### src/design/c8u_pkg.sv
// Package for the single-byte Cyrillic to UTF-8 converter.
// Holds encoding codes, mapping constants, the KOI8-R table and shared types.
// No dependencies.
package c8u_pkg;

  // Source encoding codes held in the configuration register.
  localparam logic [1:0] ENC_CP1251 = 2'd0;
  localparam logic [1:0] ENC_KOI8R  = 2'd1;
  localparam logic [1:0] ENC_ISO    = 2'd2;

  // Register map.
  localparam int unsigned PADDR_W   = 3;
  localparam logic        REG_SRC_ENC = 1'b0;

  // Mapping constants.
  localparam logic [7:0]  START_CODE       = 8'hB0;
  localparam logic [7:0]  KOI8R_TABLE_BASE = 8'hC0;
  localparam int unsigned CP_W             = 11;
  localparam logic [CP_W-1:0] CP1251_OFFSET = 11'h350;
  localparam logic [CP_W-1:0] ISO_OFFSET    = 11'h360;

  // One converted character handed to the output serializer.
  typedef struct packed {
    logic [7:0] lead;
    logic [7:0] trail;
    logic       two;
  } pair_t;

  // KOI8-R code points for bytes 0xC0 to 0xFF.
  function automatic logic [CP_W-1:0] koi8r_cp(input logic [5:0] idx);
    logic [CP_W-1:0] cp;
    case (idx)
      6'd0:  cp = 11'h44E;  6'd1:  cp = 11'h430;  6'd2:  cp = 11'h431;  6'd3:  cp = 11'h446;
      6'd4:  cp = 11'h434;  6'd5:  cp = 11'h435;  6'd6:  cp = 11'h444;  6'd7:  cp = 11'h433;
      6'd8:  cp = 11'h445;  6'd9:  cp = 11'h438;  6'd10: cp = 11'h439;  6'd11: cp = 11'h43A;
      6'd12: cp = 11'h43B;  6'd13: cp = 11'h43C;  6'd14: cp = 11'h43D;  6'd15: cp = 11'h43E;
      6'd16: cp = 11'h43F;  6'd17: cp = 11'h44F;  6'd18: cp = 11'h440;  6'd19: cp = 11'h441;
      6'd20: cp = 11'h442;  6'd21: cp = 11'h443;  6'd22: cp = 11'h436;  6'd23: cp = 11'h432;
      6'd24: cp = 11'h44C;  6'd25: cp = 11'h44B;  6'd26: cp = 11'h437;  6'd27: cp = 11'h448;
      6'd28: cp = 11'h44D;  6'd29: cp = 11'h449;  6'd30: cp = 11'h447;  6'd31: cp = 11'h44A;
      6'd32: cp = 11'h42E;  6'd33: cp = 11'h410;  6'd34: cp = 11'h411;  6'd35: cp = 11'h426;
      6'd36: cp = 11'h414;  6'd37: cp = 11'h415;  6'd38: cp = 11'h424;  6'd39: cp = 11'h413;
      6'd40: cp = 11'h425;  6'd41: cp = 11'h418;  6'd42: cp = 11'h419;  6'd43: cp = 11'h41A;
      6'd44: cp = 11'h41B;  6'd45: cp = 11'h41C;  6'd46: cp = 11'h41D;  6'd47: cp = 11'h41E;
      6'd48: cp = 11'h41F;  6'd49: cp = 11'h42F;  6'd50: cp = 11'h420;  6'd51: cp = 11'h421;
      6'd52: cp = 11'h422;  6'd53: cp = 11'h423;  6'd54: cp = 11'h416;  6'd55: cp = 11'h412;
      6'd56: cp = 11'h42C;  6'd57: cp = 11'h42B;  6'd58: cp = 11'h417;  6'd59: cp = 11'h428;
      6'd60: cp = 11'h42D;  6'd61: cp = 11'h429;  6'd62: cp = 11'h427;  6'd63: cp = 11'h42A;
      default: cp = 11'h000;
    endcase
    return cp;
  endfunction

endpackage

### src/design/c8u_serializer.sv
// Output stage of the converter: emits one or two UTF-8 bytes per character.
// Depends on c8u_pkg for pair_t.
module c8u_serializer (
  input  logic           clk,
  input  logic           rst_n,
  input  logic           item_valid,
  input  c8u_pkg::pair_t item,
  output logic           item_ready,
  output logic           out_valid,
  input  logic           out_stall,
  output logic [7:0]     out_byte,
  output logic           out_last_of_run
);

  logic       out_valid_r;
  logic       out_last_r;
  logic [7:0] out_byte_r;
  logic [7:0] trail_r;
  logic       lead_done;

  // The lead byte of a pair has left; the trail byte follows next.
  assign lead_done  = out_valid_r && !out_stall && !out_last_r;
  // A new character may load once the last byte of the current one leaves.
  assign item_ready = !out_valid_r || (!out_stall && out_last_r);

  // Control state of the output register.
  always_ff @(posedge clk) begin
    if (!rst_n) begin
      out_valid_r <= 1'b0;
      out_last_r  <= 1'b1;
    end else if (lead_done) begin
      out_last_r <= 1'b1;
    end else if (item_ready) begin
      out_valid_r <= item_valid;
      if (item_valid) begin
        out_last_r <= !item.two;
      end
    end
  end

  // Payload of the output register and the held trail byte.
  always_ff @(posedge clk) begin
    if (lead_done) begin
      out_byte_r <= trail_r;
    end else if (item_ready && item_valid) begin
      out_byte_r <= item.lead;
      trail_r    <= item.trail;
    end
  end

  assign out_valid       = out_valid_r;
  assign out_byte        = out_byte_r;
  assign out_last_of_run = out_last_r;

endmodule

### src/design/cyrillic_8bit_to_utf8_unit.sv
// Top level of the single-byte Cyrillic (CP1251, KOI8-R, ISO-8859-5) to UTF-8 converter.
// Depends on c8u_pkg and c8u_serializer.
//
//   Channel  Direction  Handshake             Payload
//   in_      input      in_valid / in_stall   in_byte[7:0]
//   out_     output     out_valid / out_stall out_byte[7:0], out_last_of_run
//   cfg      input      APB psel/penable      source_encoding at address 0
//
// A byte enters every cycle while no stall backs up; its first output byte passes
// stages 1, 2 and 3 and the serializer's output register in turn. The one-byte
// output register sets the rate: it sends one byte per transfer, so a two-byte
// sequence holds the next character back until its trail byte has left.
// Reset (rst_n, synchronous) empties the pipeline and selects CP1251.
// A stall holds each full stage with only full stages between it and the output; the rest still move up.
module cyrillic_8bit_to_utf8_unit (
  input  logic                        clk,
  input  logic                        rst_n,
  input  logic                        in_valid,
  output logic                        in_stall,
  input  logic [7:0]                  in_byte,
  output logic                        out_valid,
  input  logic                        out_stall,
  output logic [7:0]                  out_byte,
  output logic                        out_last_of_run,
  input  logic                        psel,
  input  logic                        penable,
  input  logic                        pwrite,
  input  logic [c8u_pkg::PADDR_W-1:0] paddr,
  input  logic [31:0]                 pwdata,
  output logic [31:0]                 prdata,
  output logic                        pready
);

  logic [1:0]  enc_r;

  logic        s1_valid_r;
  logic [7:0]  s1_byte_r;
  logic [1:0]  s1_enc_r;

  logic        s2_valid_r;
  logic [7:0]  s2_byte_r;
  logic        s2_map_r;
  logic [c8u_pkg::CP_W-1:0] s2_cp_r;
  logic        s2_map_nxt;
  logic [c8u_pkg::CP_W-1:0] s2_cp_nxt;

  logic           s3_valid_r;
  c8u_pkg::pair_t s3_item_r;
  c8u_pkg::pair_t s3_item_nxt;

  logic rdy1, rdy2, rdy3, ser_ready;

  // Configuration register; a write transfer completes in the access cycle.
  assign pready = 1'b1;
  always_ff @(posedge clk) begin
    if (!rst_n) begin
      enc_r <= c8u_pkg::ENC_CP1251;
    end else if (psel && penable && pwrite && (paddr[2] == c8u_pkg::REG_SRC_ENC)) begin
      enc_r <= pwdata[1:0];
    end
  end
  assign prdata = (paddr[2] == c8u_pkg::REG_SRC_ENC) ? {30'd0, enc_r} : 32'd0;

  // Each stage loads when it is empty or its content moves on.
  assign rdy3     = !s3_valid_r || ser_ready;
  assign rdy2     = !s2_valid_r || rdy3;
  assign rdy1     = !s1_valid_r || rdy2;
  assign in_stall = !rdy1;

  // Stage 1: capture the byte with the encoding in force.
  always_ff @(posedge clk) begin
    if (!rst_n) begin
      s1_valid_r <= 1'b0;
    end else if (rdy1) begin
      s1_valid_r <= in_valid;
    end
  end
  always_ff @(posedge clk) begin
    if (rdy1 && in_valid) begin
      s1_byte_r <= in_byte;
      s1_enc_r  <= enc_r;
    end
  end

  // Stage 2: decide whether the byte maps and find its code point.
  always_comb begin
    s2_map_nxt = 1'b0;
    s2_cp_nxt  = '0;
    case (s1_enc_r)
      c8u_pkg::ENC_CP1251: begin
        s2_map_nxt = (s1_byte_r >= c8u_pkg::START_CODE);
        s2_cp_nxt  = {3'd0, s1_byte_r} + c8u_pkg::CP1251_OFFSET;
      end
      c8u_pkg::ENC_KOI8R: begin
        s2_map_nxt = (s1_byte_r >= c8u_pkg::KOI8R_TABLE_BASE);
        s2_cp_nxt  = c8u_pkg::koi8r_cp(s1_byte_r[5:0]);
      end
      c8u_pkg::ENC_ISO: begin
        s2_map_nxt = (s1_byte_r >= c8u_pkg::START_CODE);
        s2_cp_nxt  = {3'd0, s1_byte_r} + c8u_pkg::ISO_OFFSET;
      end
      default: begin
        s2_map_nxt = 1'b0;
        s2_cp_nxt  = '0;
      end
    endcase
  end

  always_ff @(posedge clk) begin
    if (!rst_n) begin
      s2_valid_r <= 1'b0;
    end else if (rdy2) begin
      s2_valid_r <= s1_valid_r;
    end
  end
  always_ff @(posedge clk) begin
    if (rdy2 && s1_valid_r) begin
      s2_byte_r <= s1_byte_r;
      s2_map_r  <= s2_map_nxt;
      s2_cp_r   <= s2_cp_nxt;
    end
  end

  // Stage 3: build the UTF-8 lead and trail bytes, or pass the byte through.
  always_comb begin
    s3_item_nxt.two   = s2_map_r;
    s3_item_nxt.lead  = s2_map_r ? {3'b110, s2_cp_r[10:6]} : s2_byte_r;
    s3_item_nxt.trail = {2'b10, s2_cp_r[5:0]};
  end

  always_ff @(posedge clk) begin
    if (!rst_n) begin
      s3_valid_r <= 1'b0;
    end else if (rdy3) begin
      s3_valid_r <= s2_valid_r;
    end
  end
  always_ff @(posedge clk) begin
    if (rdy3 && s2_valid_r) begin
      s3_item_r <= s3_item_nxt;
    end
  end

  // Output stage: one byte per transfer.
  c8u_serializer u_ser (
    .clk             (clk),
    .rst_n           (rst_n),
    .item_valid      (s3_valid_r),
    .item            (s3_item_r),
    .item_ready      (ser_ready),
    .out_valid       (out_valid),
    .out_stall       (out_stall),
    .out_byte        (out_byte),
    .out_last_of_run (out_last_of_run)
  );

endmodule
### config.mk
export PLATFORM = sky130hd
export DESIGN_NAME = cyrillic_8bit_to_utf8_unit
export DESIGN_NICKNAME = d
export VERILOG_FILES = /design/src/design/c8u_pkg.sv /design/src/design/c8u_serializer.sv /design/src/design/cyrillic_8bit_to_utf8_unit.sv
export SDC_FILE = /design/constraint.sdc
export NUM_CORES = 1
export LEC_CHECK = 0
export BUFFER_PORTS_ARGS = -buffer_cell sky130_fd_sc_hd__buf_4
export CORE_ASPECT_RATIO = 0.6
export CORE_MARGIN = 2
export CORE_UTILIZATION = 45
export DETAILED_ROUTE_END_ITERATION = 10
export PLACE_DENSITY = 0.69
export SLEW_MARGIN = 20
export SYNTH_ARGS = -nofsm -noshare
export SYNTH_HDL_FRONTEND = slang
export SYNTH_HIERARCHICAL = 1
export SYNTH_SLANG_ARGS = --single-unit
export TNS_END_PERCENT = 10
### constraint.sdc
create_clock -name clk -period 2.9 [get_ports clk]
set_input_delay 0.58 -clock clk [delete_from_list [all_inputs] [get_ports clk]]
set_output_delay 0.58 -clock clk [all_outputs]
set_load 0.02 [all_outputs]
After elaboration in Yosys (flattened, before gate mapping) --
Memories as Yosys holds them, arrays and structs flattened. A register that Yosys moved wholly into a read port is not among the register bits. Index checks and enable logic that the tools add are counted.
Word-level totals: register bits 66, bits in read-only memories 448, input port bits 50, output and inout bits 44, word-level logic and storage cells 64, memories kept 1
Memory list:
- (no name shown) | words 64, width 7, read ports 1, clocked after memory_dff 1, write ports 0, line c8u_pkg.sv:32 | case (idx)
Operators by class: add/sub/neg operators 2, $lt $le $gt $ge 2, equal/unequal tests 2, mux-type cells 7, bitwise gates (word level) 3, reduce and logical (&&, ||, !) cells 29
Operators by type and width (count):
- $pmux 11 s3 | 1
- $add 8x10->11 const B | 2
- $ge 8x8->1 const B | 2
- $mux 6 | 2
- $logic_and 1x1->1 | 10
- $logic_not 1->1 | 8
- $mux 8 | 1
- $reduce_and 2->1 | 3
- $mux 5 | 1
- $logic_or 1x1->1 | 4
- $reduce_or 2->1 | 2
- $not 1->1 | 3
- $eq 2x1->1 const B | 1
- $eq 2x2->1 const B | 1
- $logic_not 2->1 | 1
- $mux 2 | 1
- $pmux 1 s2 | 1
- $reduce_bool 2->1 | 1

Longest topological paths before layout --
depth in word-level cells 8, gate-level depth with buffers 15, depth with buffers taken out 14

Hierarchy --
The synthesis kept the hierarchy.
By module, submodules not included:
- cyrillic_8bit_to_utf8_unit | instances 1, cells an instance 255, area an instance 2950.3 µm², sequential area each 1591.5 µm²
- c8u_serializer | instances 1, cells an instance 38, area an instance 689.4 µm², sequential area each 520.5 µm²

Worst setup path after synthesis --
OpenSTA, ideal clock, no wires.
path kind register to register, start register u_ser.out_last_r, in the netlist u_ser/out_last_of_run, end register s2_byte_r[0] (enable), setup time 0.428 ns, arrival 2.592 ns, required time 2.472 ns, setup slack -0.120 ns, cell stages (with the launch flop) 5, buffers on the path 0, clock period less this slack 3.020 ns, path through dfxtp_1 inv_1 o21ai_0 nor2b_1 a21boi_0
On the way: cells in the longest elaborated chain, start to end 5
Ends and longest elaborated chain:
- from (decl) | line c8u_serializer.sv:16 | logic out_last_r;
- from (signal assigned) | line c8u_serializer.sv:36 | out_last_r <= !item.two;
- $logic_and 1x1->1 | line c8u_serializer.sv:24 | assign item_ready = !out_valid_r || (!out_stall && out_last_r);
- $logic_or 1x1->1 | line c8u_serializer.sv:24
- named net ser_ready | line cyrillic_8bit_to_utf8_unit.sv:51 | logic rdy1, rdy2, rdy3, ser_ready;
- $logic_or 1x1->1 | line cyrillic_8bit_to_utf8_unit.sv:65 | assign rdy3 = !s3_valid_r || ser_ready;
- $logic_or 1x1->1 | line cyrillic_8bit_to_utf8_unit.sv:66 | assign rdy2 = !s2_valid_r || rdy3;
- $logic_and 1x1->1 | line cyrillic_8bit_to_utf8_unit.sv:117 | if (rdy2 && s1_valid_r) begin
- to (signal assigned) | line cyrillic_8bit_to_utf8_unit.sv:118 | s2_byte_r <= s1_byte_r;
- to (decl) | line cyrillic_8bit_to_utf8_unit.sv:41 | logic [7:0] s2_byte_r;
The timed path passes the listed nets, and every way through them passes these cells. A chain may end at the register's enable or synchronous reset.

==> flow_summary.yaml <==
detailed_routing:
  wire_per_inst_um: 13.3
  finalWirelength_um: 5990
  vias: 2123
  drt-initial-drc-count: 110
  routed_via_density: 4.72
  drt_pass1_iterations: 4
  drcViolationCount: 0
  drtAntennaViolNets: 0
placement:
  dp_hpwl_um: 4400
  dpl-instance-area_mm2: 0.00392
  place_congestion: 0.833
  dpl_worst_slack_ns: 0.00924
  numPortBuffers: 30
  dp.cells: 434
finish:
  final_cells: 450
  drive_gt1_share_pct: 23.4
  diodes: 0
  final_common_cell: "edfxtp_1"
  final_cell_area_mm2: 0.00422
  fill_cells: 655
  nets: 398
  final_cell_mix: "61 x edfxtp_1, 40 x buf_4, 33 x conb_1"
  areaGrowthSynthToFinish_pct: 16.1
timing:
  hold_viol: 0
  min_period_ns: 2.67
  clock_skew_ns: 0.00562
  fmax_mhz: 374
  setup_ws_ns: 0.229
  worstMarginPinSlew_ns: 0.734
  worst_hold_slack_ns: 0.413
  fin_crit_sh_pct: 92.1
  slew-limit-headroom_pct: 51.1
  rsz0062_at_grt: "true"
  maxSlewViolCount: 0
  setup_viol: 0
pwr:
  netSwitchingFraction_pct: 23.9
  power_density_mw_per_mm2: 627
  p_int_w: 0.00202
  total_power_w: 0.00265
  power_leakage_nw: 1.71
  p_sw_w: 0.000634
  vdd_drop_max_mv: 0.315
  combPwrFrac_pct: 10.9
  power_frac_seq_pct: 47.7
  clkPwrFrac_pct: 41.4
synthesis:
  syn_avg_cell_area_um2: 12.4
  syn_inst: 293
  async_flop_share_pct: 0
  synth-seq-cells: 75
  synth_flop_cell: "edfxtp_1"
  syn_area_mm2: 0.00364
  yosys_warnings: 6
  synth_seq_area_share_pct: 58.0
  yosysUniqueCellTypes: 46
  synth-edff-count: 61
min_path:
  holdPathStages: 0
  worstHoldStart: "s3_item_r[5]"
  hp-class: "flop to flop"
  hold_path_end: "u_ser/trail_r[4]"
critical_path:
  cp_common_cell: "o21ai_0"
  path_class: "flop to flop"
  r2r_start: "u_ser/out_valid"
  worstPathRequired_ns: 3.14
  path_buf_inv: 2
  end_kind: "flop"
  path_delay_family: "compound AO/OA/AOI/OAI gates"
  critPathSlowestCell: "dfxtp_1"
  rr_worst_depth: 10
  crit_chain: "o21ai_0, buf_4, nand4b_4, nand2_4, inv_4, a21oi_2, ha_1, o311ai_0, o21ai_0, o211ai_1"
  worst-path-max-fanout: 7
  startpoint_type: "flop"
  cp.arrival_ns: 2.92
  r2r_setup_slack_ns: 0.23
  critical-path-max-stage-delay_ns: 0.43
clocking:
  cts_setup_buffers: 0
  htreeDepth: 3
  clk_pin_slew_worst_paths_ns: 0.06
  clock_path_buffers: 2
  clock-sinks: 75
  clk_latency_ns: 0.33
  cts_tree: "done"
  cts_buffers: 9
  cts_root_buf: "clkbuf_16"
floorplanning:
  die_x_um: 120
  core_area_mm2: 0.00785
  start_util_pct: 46.4
  die_area_mm2: 0.00885
  die_y_um: 73.7
  ios: 94
  fp-row-count: 25
grt:
  grt_max_degree: 21
  grt_use_total_pct: 15.2
  antenna_found_initial: 0
  grt_pass1_vias: 1935
  grt_overflow: 0
  grt_pass1_wl_um: 9960
outcome:
  outcome: "completed"
job:
  maxCapViolations: 0
[power by group through the flow]
stage	logic (W)	clock network, W	registers [W]
global placement	0.000286	0	0.00128
global route	0.000324	0.00118	0.00127
detailed placement	0.000287	0	0.00129
finish	0.000289	0.00110	0.00126
CTS	0.000289	0.00113	0.00126
floorplan	0.000239	0	0.00127
[per-layer routing]
metal,vias up,global-route usage (%),wire length (um)
met1,966,21.7,3030
met2,64,21.0,2530
met3,5,6.68,369
met4,0,4.44,60
li1,1088,-,-
met5,-,0,0
[kinds of logic (layout without fill, tap and decap cells)]
logic type | after synthesis | count (layout) | synth area share (%)
mux | 23 | 23 | 7.49
buf+inv | 56 | 74 | 9.28
simple gates | 57 | 57 | 8.94
compound gates | 67 | 67 | 11.8
flops | 75 | 75 | 58.0
fa+ha+maj | 11 | 11 | 3.78
xor+xnor | 2 | 2 | 0.481
other cells | 2 | 33 | 0.206
[Yosys cell counts, drive strengths merged, types with 3 or more instances]
master / count / share of area (%)
ha: 11 / 3.8
nand2: 15 / 1.8
a211oi: 4 / 0.83
nor3: 3 / 0.41
o21ai: 16 / 2.3
mux2i: 7 / 1.9
a21oi: 21 / 3.0
dfxtp: 14 / 7.7
edfxtp: 61 / 50
a21o: 4 / 0.83
nor3b: 3 / 0.93
nor2: 12 / 1.2
mux2: 14 / 4.3
inv: 18 / 1.9
o22ai: 3 / 0.52
clkbuf: 4 / 0.41
buf: 34 / 6.9
a21boi: 4 / 0.83
nor2b: 15 / 2.6
o211ai: 3 / 0.62
[metrics by stage]
stage | TNS (ns) | util [%]
floorplan | -0.0287 | -
global placement | 0 | 50.0
detailed placement | 0 | 50.0
CTS | 0 | 53.8
global route | -0.00161 | 53.8
finish | 0 | 53.8
[cell type report]
type | instances | area, um2 | share of cell area, %
well taps | 108 | 135 | 3.20
clock inverters | 7 | 75.1 | 1.78
inverters | 18 | 70.1 | 1.66
repair buffers | 40 | 300 | 7.11
multi-input cells | 193 | 1310 | 30.9
clock buffers | 9 | 225 | 5.33
flip-flops and latches | 75 | 2110 | 50.0
[how the worst max path moves through the flow]
| stage | start | to | slack, ns | depth (start not counted) |
|---|---|---|---|---|
| 2_1_floorplan | u_ser/out_last_of_run | flop | -0.03 | 12 |
| 3_3_place_gp | out_stall | flop | 0.06 | 11 |
| 3_5_place_dp | out_stall | flop | 0.009 | 13 |
| 4_1_cts | u_ser/out_valid | flop | 0.21 | 12 |
| 5_1_grt | u_ser/out_valid | flop | -0.002 | 10 |
| 6_report | u_ser/out_valid | flop | 0.23 | 10 |
[repair_timing]
action	4_1_cts	5_1_grt
setup endpoints to repair	0	1
gates resized for setup	0	0
endpoints found under the hold margin	0	0
hold buffers	0	0
[registers in the layout (all words and copies together), names as in the netlist, named ones only]
signal	count
s1_enc_r	2
s1_byte_r	8
enc_r	2
s2_cp_r	11
s1_valid_r	1
s3_valid_r	1
s2_map_r	1
u_ser/out_valid	1
s2_byte_r	8
s3_item_r	15
u_ser/trail_r	8
u_ser/out_last_of_run	1
u_ser/out_byte	8
s2_valid_r	1
[worst reg2reg max path, stage by stage, from the launching register on]
cell and delay, ns:
dfxtp_1 0.43, o21ai_0 0.14, buf_4 0.17, nand4b_4 0.24, nand2_4 0.13, inv_4 0.05, a21oi_2 0.35, ha_1 0.39
o311ai_0 0.37, o21ai_0 0.15, o211ai_1 0.18
No activity file was read; power rests on OpenSTA's default activity.
